$ cat config.mk
export PLATFORM = sky130hd
export DESIGN_NAME = volume_dispense_controller_core
export DESIGN_NICKNAME = d
export VERILOG_FILES = /design/src/rtl/core/vdc_pkg.sv /design/src/rtl/core/volume_dispense_controller_core.sv /design/src/rtl/core/vdc_setpoint.sv /design/src/rtl/core/vdc_fsm.sv
export SDC_FILE = /design/constraint.sdc
export NUM_CORES = 1
export LEC_CHECK = 0
export BUFFER_PORTS_ARGS = -buffer_cell sky130_fd_sc_hd__buf_2
export CORE_MARGIN = 2
export CORE_UTILIZATION = 45
export CTS_CLUSTER_DIAMETER = 200
export DETAILED_ROUTE_END_ITERATION = 8
export GPL_ROUTABILITY_DRIVEN = 0
export GPL_TIMING_DRIVEN = 0
export HOLD_SLACK_MARGIN = 0.08
export PLACE_DENSITY = 0.59
export SLEW_MARGIN = 20
export SYNTH_ARGS = -nofsm -noshare
export SYNTH_HDL_FRONTEND = slang
export SYNTH_SLANG_ARGS = --single-unit
$ cat constraint.sdc
create_clock -name clock -period 8.9 [get_ports clock]
set_clock_uncertainty 0.15 [all_clocks]
set_input_delay 0.89 -clock clock [delete_from_list [all_inputs] [get_ports clock]]
set_output_delay 0.89 -clock clock [all_outputs]
set_load 0.005 [all_outputs]
$ cat src/rtl/core/vdc_pkg.sv
// Package for the volume dispense controller core.
// Holds the phase type, setpoint limits, register indexes and the status
// struct shared by the sequencer, the setpoint unit and the top level.
package vdc_pkg;

   // fill cycle phases, codes match the phase_code result field
   typedef enum logic [2:0] {
      PH_NOCUP = 3'd0,
      PH_BEEP1 = 3'd1,
      PH_FILL  = 3'd2,
      PH_BEEP2 = 3'd3,
      PH_DONE  = 3'd4
   } phase_type;

   // setpoint range and step, in millilitres
   localparam logic [13:0] SET_MAX   = 14'd9990;
   localparam logic [13:0] SET_MIN   = 14'd10;
   localparam logic [13:0] SET_STEP  = 14'd10;
   localparam logic [13:0] SET_RESET = 14'd100;

   // register reset values
   localparam logic [15:0] BEEP_RESET   = 16'd1000;
   localparam logic [15:0] REPEAT_RESET = 16'd200;

   // register indexes
   localparam int unsigned CSR_INDEX_W = 1;
   localparam logic [CSR_INDEX_W-1:0] CSR_BEEP_TICKS   = 1'b0;
   localparam logic [CSR_INDEX_W-1:0] CSR_REPEAT_TICKS = 1'b1;

   // one pulse adds 2/9 ml: remainder of 2*pulses modulo 9
   localparam logic [3:0] VOL_PER_PULSE = 4'd2;
   localparam logic [3:0] VOL_DIVISOR   = 4'd9;

   // saturation limits
   localparam logic [15:0] COUNT_MAX = 16'hFFFF;

   // sequencer status toward the setpoint unit and the result register
   typedef struct packed {
      phase_type   phase_cur;
      phase_type   phase_nxt;
      logic [13:0] volume_nxt;
   } fsm_stat_type;

endpackage

$ cat src/rtl/core/volume_dispense_controller_core.sv
// Top level of the volume dispense controller core.
// Instantiates vdc_fsm and vdc_setpoint; uses vdc_pkg.
//
// Usage: one request per millisecond tick carries the cup sensor, the two
// setpoint buttons and a flow-meter edge flag. Each request gives exactly one
// response with the relay, buzzer and lamp drives, the setpoint, the volume
// of the latest fill and the phase code, all taken after that tick.
// A request is held in an input register; when it is processed, the state is
// updated and the response register loaded. rsp_valid comes from the response
// register, so a response follows its request through the input and response
// registers; throughput is one request per cycle while the response
// side keeps ready high. When the receiver stalls, the response holds, one
// more request may wait in the input register, and req_ready then drops.
// The csr port writes beep_ticks (index 0) and repeat_ticks (index 1) with
// no wait; write only while no request is in flight.
// Synchronous reset: phase no cup, setpoint 100 ml, volume 0, beep_ticks
// 1000, repeat_ticks 200, both channels empty.
module volume_dispense_controller_core (
   input  logic                            clock,
   input  logic                            reset,
   // request channel
   input  logic                            req_valid,
   output logic                            req_ready,
   input  logic                            req_cup_present,
   input  logic                            req_up_pressed,
   input  logic                            req_down_pressed,
   input  logic                            req_flow_edge,
   // response channel
   output logic                            rsp_valid,
   input  logic                            rsp_ready,
   output logic                            rsp_valve_on,
   output logic                            rsp_buzzer_on,
   output logic                            rsp_red_lamp,
   output logic                            rsp_green_lamp,
   output logic [13:0]                     rsp_target_volume,
   output logic [13:0]                     rsp_delivered_volume,
   output logic [2:0]                      rsp_phase_code,
   // register writes
   input  logic                            csr_wen,
   input  logic [vdc_pkg::CSR_INDEX_W-1:0] csr_index,
   input  logic [15:0]                     csr_wdata
);
   import vdc_pkg::*;

   logic         in_valid_ff;
   logic         in_cup_ff;
   logic         in_up_ff;
   logic         in_down_ff;
   logic         in_edge_ff;
   logic         out_valid_ff;
   logic         out_valve_ff;
   logic         out_buzzer_ff;
   logic         out_red_ff;
   logic         out_green_ff;
   logic [13:0]  out_target_ff;
   logic [13:0]  out_volume_ff;
   logic [2:0]   out_phase_ff;
   logic [15:0]  beep_ticks_ff;
   logic [15:0]  repeat_ticks_ff;
   logic         fire;
   logic         accept;
   fsm_stat_type fsm_stat;
   logic [13:0]  setpoint_cur;
   logic [13:0]  setpoint_nxt;
   phase_type    ph;

   // request is processed when the response register is free or draining
   assign fire      = in_valid_ff && (!out_valid_ff || rsp_ready);
   assign req_ready = !in_valid_ff || fire;
   assign accept    = req_valid && req_ready;

   // configuration registers
   always_ff @(posedge clock) begin
      if (reset) begin
         beep_ticks_ff   <= BEEP_RESET;
         repeat_ticks_ff <= REPEAT_RESET;
      end else if (csr_wen) begin
         unique case (csr_index)
            CSR_BEEP_TICKS:   beep_ticks_ff   <= csr_wdata;
            CSR_REPEAT_TICKS: repeat_ticks_ff <= csr_wdata;
            default: ;
         endcase
      end
   end

   // input register
   always_ff @(posedge clock) begin
      if (reset) begin
         in_valid_ff <= 1'b0;
      end else if (accept) begin
         in_valid_ff <= 1'b1;
      end else if (fire) begin
         in_valid_ff <= 1'b0;
      end
   end

   always_ff @(posedge clock) begin
      if (accept) begin
         in_cup_ff  <= req_cup_present;
         in_up_ff   <= req_up_pressed;
         in_down_ff <= req_down_pressed;
         in_edge_ff <= req_flow_edge;
      end
   end

   // phase sequencer
   vdc_fsm u_fsm (
      .clock       (clock),
      .reset       (reset),
      .fire        (fire),
      .cup_present (in_cup_ff),
      .flow_edge   (in_edge_ff),
      .beep_ticks  (beep_ticks_ff),
      .setpoint    (setpoint_cur),
      .fsm_stat    (fsm_stat)
   );

   // setpoint and button repeat
   vdc_setpoint u_setpoint (
      .clock        (clock),
      .reset        (reset),
      .fire         (fire),
      .up_pressed   (in_up_ff),
      .down_pressed (in_down_ff),
      .repeat_ticks (repeat_ticks_ff),
      .fsm_stat     (fsm_stat),
      .setpoint_cur (setpoint_cur),
      .setpoint_nxt (setpoint_nxt)
   );

   // response register
   assign ph = fsm_stat.phase_nxt;

   always_ff @(posedge clock) begin
      if (reset) begin
         out_valid_ff <= 1'b0;
      end else if (fire) begin
         out_valid_ff <= 1'b1;
      end else if (rsp_ready) begin
         out_valid_ff <= 1'b0;
      end
   end

   always_ff @(posedge clock) begin
      if (fire) begin
         out_valve_ff  <= (ph == PH_FILL);
         out_buzzer_ff <= (ph == PH_BEEP1) || (ph == PH_BEEP2);
         out_red_ff    <= (ph == PH_BEEP1) || (ph == PH_FILL) || (ph == PH_BEEP2);
         out_green_ff  <= (ph == PH_NOCUP) || (ph == PH_DONE);
         out_target_ff <= setpoint_nxt;
         out_volume_ff <= fsm_stat.volume_nxt;
         out_phase_ff  <= ph;
      end
   end

   assign rsp_valid            = out_valid_ff;
   assign rsp_valve_on         = out_valve_ff;
   assign rsp_buzzer_on        = out_buzzer_ff;
   assign rsp_red_lamp         = out_red_ff;
   assign rsp_green_lamp       = out_green_ff;
   assign rsp_target_volume    = out_target_ff;
   assign rsp_delivered_volume = out_volume_ff;
   assign rsp_phase_code       = out_phase_ff;

   // every processed request shows up as a response next cycle
   a_fire_rsp: assert property (@(posedge clock) disable iff (reset)
      fire |=> rsp_valid)
      else $error("processed request produced no response");

endmodule

$ cat src/rtl/core/vdc_setpoint.sv
// Setpoint unit: button auto-repeat timer and the setpoint register.
// Depends on vdc_pkg for limits and the sequencer status struct.
module vdc_setpoint (
   input  logic                 clock,
   input  logic                 reset,
   input  logic                 fire,
   input  logic                 up_pressed,
   input  logic                 down_pressed,
   input  logic [15:0]          repeat_ticks,
   input  vdc_pkg::fsm_stat_type fsm_stat,
   output logic [13:0]          setpoint_cur,
   output logic [13:0]          setpoint_nxt
);
   import vdc_pkg::*;

   logic [13:0] setpoint_ff;
   logic [13:0] setpoint_in;
   logic [15:0] repeat_timer_ff;
   logic [15:0] repeat_timer_in;
   logic        idle;
   logic        up_ok;
   logic        down_ok;
   logic        act;
   logic [15:0] timer_inc;
   logic [13:0] sp_up;

   // buttons only act while no cup or done
   assign idle    = (fsm_stat.phase_cur == PH_NOCUP) || (fsm_stat.phase_cur == PH_DONE);
   assign up_ok   = up_pressed && (setpoint_ff < SET_MAX);
   assign down_ok = down_pressed && (setpoint_ff > SET_MIN);
   assign act     = idle && (up_ok || down_ok);

   // saturating repeat count
   assign timer_inc = (repeat_timer_ff != COUNT_MAX) ? repeat_timer_ff + 16'd1
                                                     : repeat_timer_ff;

   // up step first, then down step on the stepped value
   always_comb begin
      sp_up           = up_ok ? setpoint_ff + SET_STEP : setpoint_ff;
      setpoint_in     = setpoint_ff;
      repeat_timer_in = 16'd0;
      if (act) begin
         if (timer_inc >= repeat_ticks) begin
            setpoint_in = (down_pressed && (sp_up > SET_MIN)) ? sp_up - SET_STEP : sp_up;
         end else begin
            repeat_timer_in = timer_inc;
         end
      end
   end

   // state registers, advanced once per request
   always_ff @(posedge clock) begin
      if (reset) begin
         setpoint_ff     <= SET_RESET;
         repeat_timer_ff <= 16'd0;
      end else if (fire) begin
         setpoint_ff     <= setpoint_in;
         repeat_timer_ff <= repeat_timer_in;
      end
   end

   assign setpoint_cur = setpoint_ff;
   assign setpoint_nxt = setpoint_in;

   // setpoint never leaves its range
   a_sp_range: assert property (@(posedge clock) disable iff (reset)
      (setpoint_ff >= SET_MIN) && (setpoint_ff <= SET_MAX))
      else $error("setpoint out of range");

   // repeat timer is cleared after any request outside idle phases
   a_rt_clear: assert property (@(posedge clock) disable iff (reset)
      fire && !idle |=> (repeat_timer_ff == 16'd0))
      else $error("repeat timer not cleared during fill cycle");

endmodule

$ cat src/rtl/core/vdc_fsm.sv
// Fill sequencer: phase state machine, beep timer, pulse count and volume.
// Depends on vdc_pkg for the phase type and the status struct.
module vdc_fsm (
   input  logic                  clock,
   input  logic                  reset,
   input  logic                  fire,
   input  logic                  cup_present,
   input  logic                  flow_edge,
   input  logic [15:0]           beep_ticks,
   input  logic [13:0]           setpoint,
   output vdc_pkg::fsm_stat_type fsm_stat
);
   import vdc_pkg::*;

   phase_type   phase_ff;
   phase_type   phase_in;
   logic [15:0] beep_timer_ff;
   logic [15:0] beep_timer_in;
   logic [15:0] pulse_ff;
   logic [15:0] pulse_in;
   logic [13:0] volume_ff;
   logic [13:0] volume_in;
   logic [3:0]  rem_ff;
   logic [3:0]  rem_in;
   logic        beep_over;
   logic        count;
   logic [3:0]  rem_sum;
   logic        carry;
   logic [13:0] volume_calc;

   assign beep_over = beep_timer_ff >= beep_ticks;

   // volume tracked incrementally as floor(2*pulses/9)
   assign count       = flow_edge && (pulse_ff != COUNT_MAX);
   assign rem_sum     = rem_ff + (count ? VOL_PER_PULSE : 4'd0);
   assign carry       = rem_sum >= VOL_DIVISOR;
   assign volume_calc = volume_ff + {13'd0, carry};

   // next phase and datapath
   always_comb begin
      phase_in      = phase_ff;
      beep_timer_in = beep_timer_ff;
      pulse_in      = pulse_ff;
      volume_in     = volume_ff;
      rem_in        = rem_ff;
      unique case (phase_ff)
         PH_BEEP1: begin
            if (beep_over) begin
               phase_in  = PH_FILL;
               pulse_in  = 16'd0;
               volume_in = 14'd0;
               rem_in    = 4'd0;
            end else begin
               beep_timer_in = beep_timer_ff + 16'd1;
            end
         end
         PH_FILL: begin
            if (!cup_present) begin
               phase_in      = PH_BEEP2;
               beep_timer_in = 16'd1;
            end else begin
               pulse_in  = pulse_ff + {15'd0, count};
               volume_in = volume_calc;
               rem_in    = carry ? rem_sum - VOL_DIVISOR : rem_sum;
               if (volume_calc >= setpoint) begin
                  phase_in      = PH_BEEP2;
                  beep_timer_in = 16'd1;
               end
            end
         end
         PH_BEEP2: begin
            if (beep_over) begin
               phase_in = PH_DONE;
            end else begin
               beep_timer_in = beep_timer_ff + 16'd1;
            end
         end
         PH_DONE: begin
            if (!cup_present) begin
               phase_in = PH_NOCUP;
            end
         end
         default: begin
            // no cup, and any stray code behaves the same
            if (cup_present) begin
               phase_in      = PH_BEEP1;
               beep_timer_in = 16'd1;
            end else begin
               phase_in = PH_NOCUP;
            end
         end
      endcase
   end

   // state registers, advanced once per request
   always_ff @(posedge clock) begin
      if (reset) begin
         phase_ff      <= PH_NOCUP;
         beep_timer_ff <= 16'd0;
         pulse_ff      <= 16'd0;
         volume_ff     <= 14'd0;
         rem_ff        <= 4'd0;
      end else if (fire) begin
         phase_ff      <= phase_in;
         beep_timer_ff <= beep_timer_in;
         pulse_ff      <= pulse_in;
         volume_ff     <= volume_in;
         rem_ff        <= rem_in;
      end
   end

   assign fsm_stat.phase_cur  = phase_ff;
   assign fsm_stat.phase_nxt  = phase_in;
   assign fsm_stat.volume_nxt = volume_in;

   // while filling the setpoint has not yet been reached
   a_fill_below: assert property (@(posedge clock) disable iff (reset)
      (phase_ff == PH_FILL) |-> (volume_ff < setpoint))
      else $error("filling past setpoint");

   // volume remainder stays a proper residue
   a_rem_range: assert property (@(posedge clock) disable iff (reset)
      rem_ff < VOL_DIVISOR)
      else $error("volume remainder out of range");

endmodule
==> impl_metrics.yaml <==
synth:
  ys_warn_count: 0
  synth.distinct_cells: 79
  ys_ff_latch: 154
  yosysSeqAreaShare_pct: 38.97
  synth-main-ff-cell: "dfxtp_1"
  synth_edf_count: 38
  postSynth.asyncResetShare_pct: 0
  netlist_instances: 1043
  synth.avg_cell_area_um2: 8.521
  synth_area_um2: 8887
  synthesis.nets: 1128
clock_network:
  cts_buffer_depth: 2
  post_cts_resized: 0
  path_clk_slew_ns: 0.06
  cts-root-buf: "clkbuf_16"
  htree_levels: 4
  cts_made_buffers: 17
  clk_latency_ns: 0.43
  cts-hold-fix-buffers: 0
  cts_sinks: 154
  cts_setup_buffers: 0
  cts_tree: "built"
sta:
  fmaxAchievable_mhz: 137.2
  rsz0062_at_grt: "false"
  fin_crit_ns: 7.288
  worst_pin_slew_ns: 0.9860
  hold_viol_final: 0
  holdWs_ns: 0.3054
  fin_crit_sh_pct: 81.88
  setup_viol: 0
  maxSlewHeadroom_pct: 33.76
  final.setup.worst_slack_ns: 1.612
  finalSetupTns_ns: 0
  slew_violations: 0
floorplan:
  start_util_pct: 45.81
  die_w_um: 144.5
  fp.dieH_um: 144.5
  rows: 51
  core_um2: 19400
  dieArea_um2: 20890
  ios: 63
routing:
  drc_errors: 0
  drt_iter0_drc: 430
  viasPerCell: 5.406
  via_count: 7584
  antenna_left: 0
  wire_per_inst_um: 16.03
  routed_wl_mm: 22.50
  dr.pass1.iters: 5
placed_design:
  place_inst: 1370
  place_ws_ns: 1.686
  dp_hpwl_mm: 16.68
  io_buffers: 61
status:
  outcome: "finished clean"
critical_path:
  r2r_start: "u_fsm.pulse_ff[2]$_SDFFE_PP0P_"
  crit_fanout: 10
  cp_slowest_cell: "a221oi_2"
  start_kind: "register"
  crit_path_start: "u_fsm.pulse_ff[2]$_SDFFE_PP0P_"
  worst_path_largest_cell_delay_ns: 0.57
  crit_end: "u_fsm.beep_timer_ff[8]$_SDFFE_PP0P_"
  worstSetupPathType: "register to register"
  regToRegSetupSlack_ns: 1.61
  cp.arrival_ns: 7.44
  r2r_cells: 29
  required_ns: 9.05
  reg2reg_to: "u_fsm.beep_timer_ff[8]$_SDFFE_PP0P_"
  crit_path_end_kind: "register"
  critPathMostFrequentCell: "ha_1"
power:
  power_density_nw_per_um2: 158.4
  p_leak_uw: 0.003996
  vdd_drop_max_uv: 135.9
run:
  maxCapViolations: 0
finish:
  layoutNonFillerInstCount: 1403
  areaGrowthSynthToFinish_pct: 14.46
  mostFrequentLayoutCells: "dfxtp_1, nand2_1, nor2_1"
  drive_gt1_share_pct: 10.82
  final_nets: 1209
  final_common_cell: "dfxtp_1"
global_routing:
  grt_max_degree: 30
  grt_pass1_vias: 6944
  grt_use_total_pct: 22.55
  grt_first_pass_wirelength_mm: 36.40
  antenna_found_initial: 1
  grt_overflow: 0
hold_path:
  hold_path.class: "register to register"
==> cells in the mapped netlist (all sizes together), types with 4 or more instances <==
master | number | area (um2)
nand3b | 4 | 30.03
dfxtp | 116 | 2322
mux2i | 4 | 40.04
o21a | 4 | 31.28
nor3 | 22 | 115.1
and4 | 4 | 35.03
xor2 | 25 | 219.0
a211o | 7 | 61.31
and2 | 9 | 56.31
nor2 | 99 | 371.6
nand2 | 115 | 431.7
ha | 59 | 738.2
o31ai | 11 | 82.58
a211oi | 4 | 47.54
buf | 14 | 80.08
or3 | 12 | 75.07
nand2b | 8 | 50.05
inv | 69 | 259.0
nor2b | 11 | 68.82
nor4 | 13 | 96.34
a22o | 12 | 105.1
nand3 | 42 | 215.2
a21oi | 78 | 401.6
clkbuf | 37 | 140.1
a31oi | 6 | 37.54
and3 | 24 | 150.1
nor3b | 4 | 30.03
or2 | 5 | 31.28
a311oi | 8 | 70.07
o21ai | 47 | 235.2
a21o | 16 | 120.1
xnor2 | 44 | 385.4
or4 | 6 | 45.04
a22oi | 5 | 37.54
nand4 | 20 | 125.1
edfxtp | 38 | 1141
==> registers in the layout (all words and copies together) (netlist names), 4 cells and up <==
register                    cells
u_fsm.beep_timer_ff            16
u_fsm.pulse_ff                 16
u_fsm.rem_ff                    4
u_fsm.volume_ff                14
rsp_target_volume              13
repeat_ticks_ff                16
beep_ticks_ff                  16
u_setpoint.repeat_timer_ff     16
u_setpoint.setpoint_cur        13
rsp_delivered_volume           14
==> critical path: cells and delay by family (launching register included) <==
kind | cells | cell delay [ns]
AOI/OAI and AO/OA | 6 | 1.82
xor gates and xnor gates | 1 | 0.18
adders and majority gates | 5 | 1.34
buffers and inverters | 3 | 0.68
DFF | 1 | 0.41
and+or+nand+nor | 14 | 2.57
==> worst min-delay path by stage <==
| stage | start | end | slack [ns] | cells past startpoint |
|---|---|---|---|---|
| 2_1_floorplan | u_fsm.rem_ff[2]$_SDFFE_PP0P_ | u_fsm.rem_ff[2]$_SDFFE_PP0P_ | 0.29 | 2 |
| 3_3_place_gp | repeat_ticks_ff[13]$_SDFFE_PP0P_ | repeat_ticks_ff[13]$_SDFFE_PP0P_ | 0.29 | 2 |
| 3_5_place_dp | repeat_ticks_ff[4]$_SDFFE_PP0P_ | repeat_ticks_ff[4]$_SDFFE_PP0P_ | 0.30 | 2 |
| 4_1_cts | repeat_ticks_ff[4]$_SDFFE_PP0P_ | repeat_ticks_ff[4]$_SDFFE_PP0P_ | 0.31 | 2 |
| 5_1_grt | u_fsm.rem_ff[2]$_SDFFE_PP0P_ | u_fsm.rem_ff[2]$_SDFFE_PP0P_ | 0.33 | 2 |
| 6_report | repeat_ticks_ff[4]$_SDFFE_PP0P_ | repeat_ticks_ff[4]$_SDFFE_PP0P_ | 0.31 | 2 |
==> final cells by class <==
class / count / area, um2
Sequential cell: 154 / 3463
Multi-Input combinational cell: 769 / 4950
Fill cell: 1943 / 9226
Antenna cell: 1 / 2.502
Inverter: 69 / 259.0
Tap cell: 265 / 331.6
Timing Repair Buffer: 62 / 325.3
Clock inverter: 11 / 168.9
Buffer: 51 / 221.5
Clock buffer: 21 / 450.4
==> layer usage <==
layer,GRT usage [%],part of all wire [%],vias up
li1,-,-,3866
met1,30.65,47,3540
met2,36.47,47,154
met3,4.205,4.0,24
met4,6.898,1.9,0
met5,0,0,-
==> report_power, final <==
group	leakage (uW)	internal [uW]	switching [uW]	total (uW)
clock network	0.000291	477	294	771
registers	0.00128	733	7.93	741
logic	0.00242	34.4	64.3	98.7
total	0.00400	1240	366	1610
==> through the flow <==
stage	instance area [um2]	total power [uW]	util (%)
after global routing	10170	1666	52.43
after detailed placement	9550	855.6	49.23
after CTS	10170	1628	52.43
after floorplan	8887	815.7	-
final	10170	1611	52.44
after global placement	9524	854.0	49.10
==> cells by family after synthesis <==
kind of cell	count (synthesis)	synth area share, %
compound gates	228	17.23
xor+xnor	69	6.800
fa+ha+maj	59	8.306
buf+inv	120	5.392
flops	154	38.97
mux	7	0.8306
other cells	1	0.04220
simple gates	405	22.43
(Power assumes the default switching activity.)
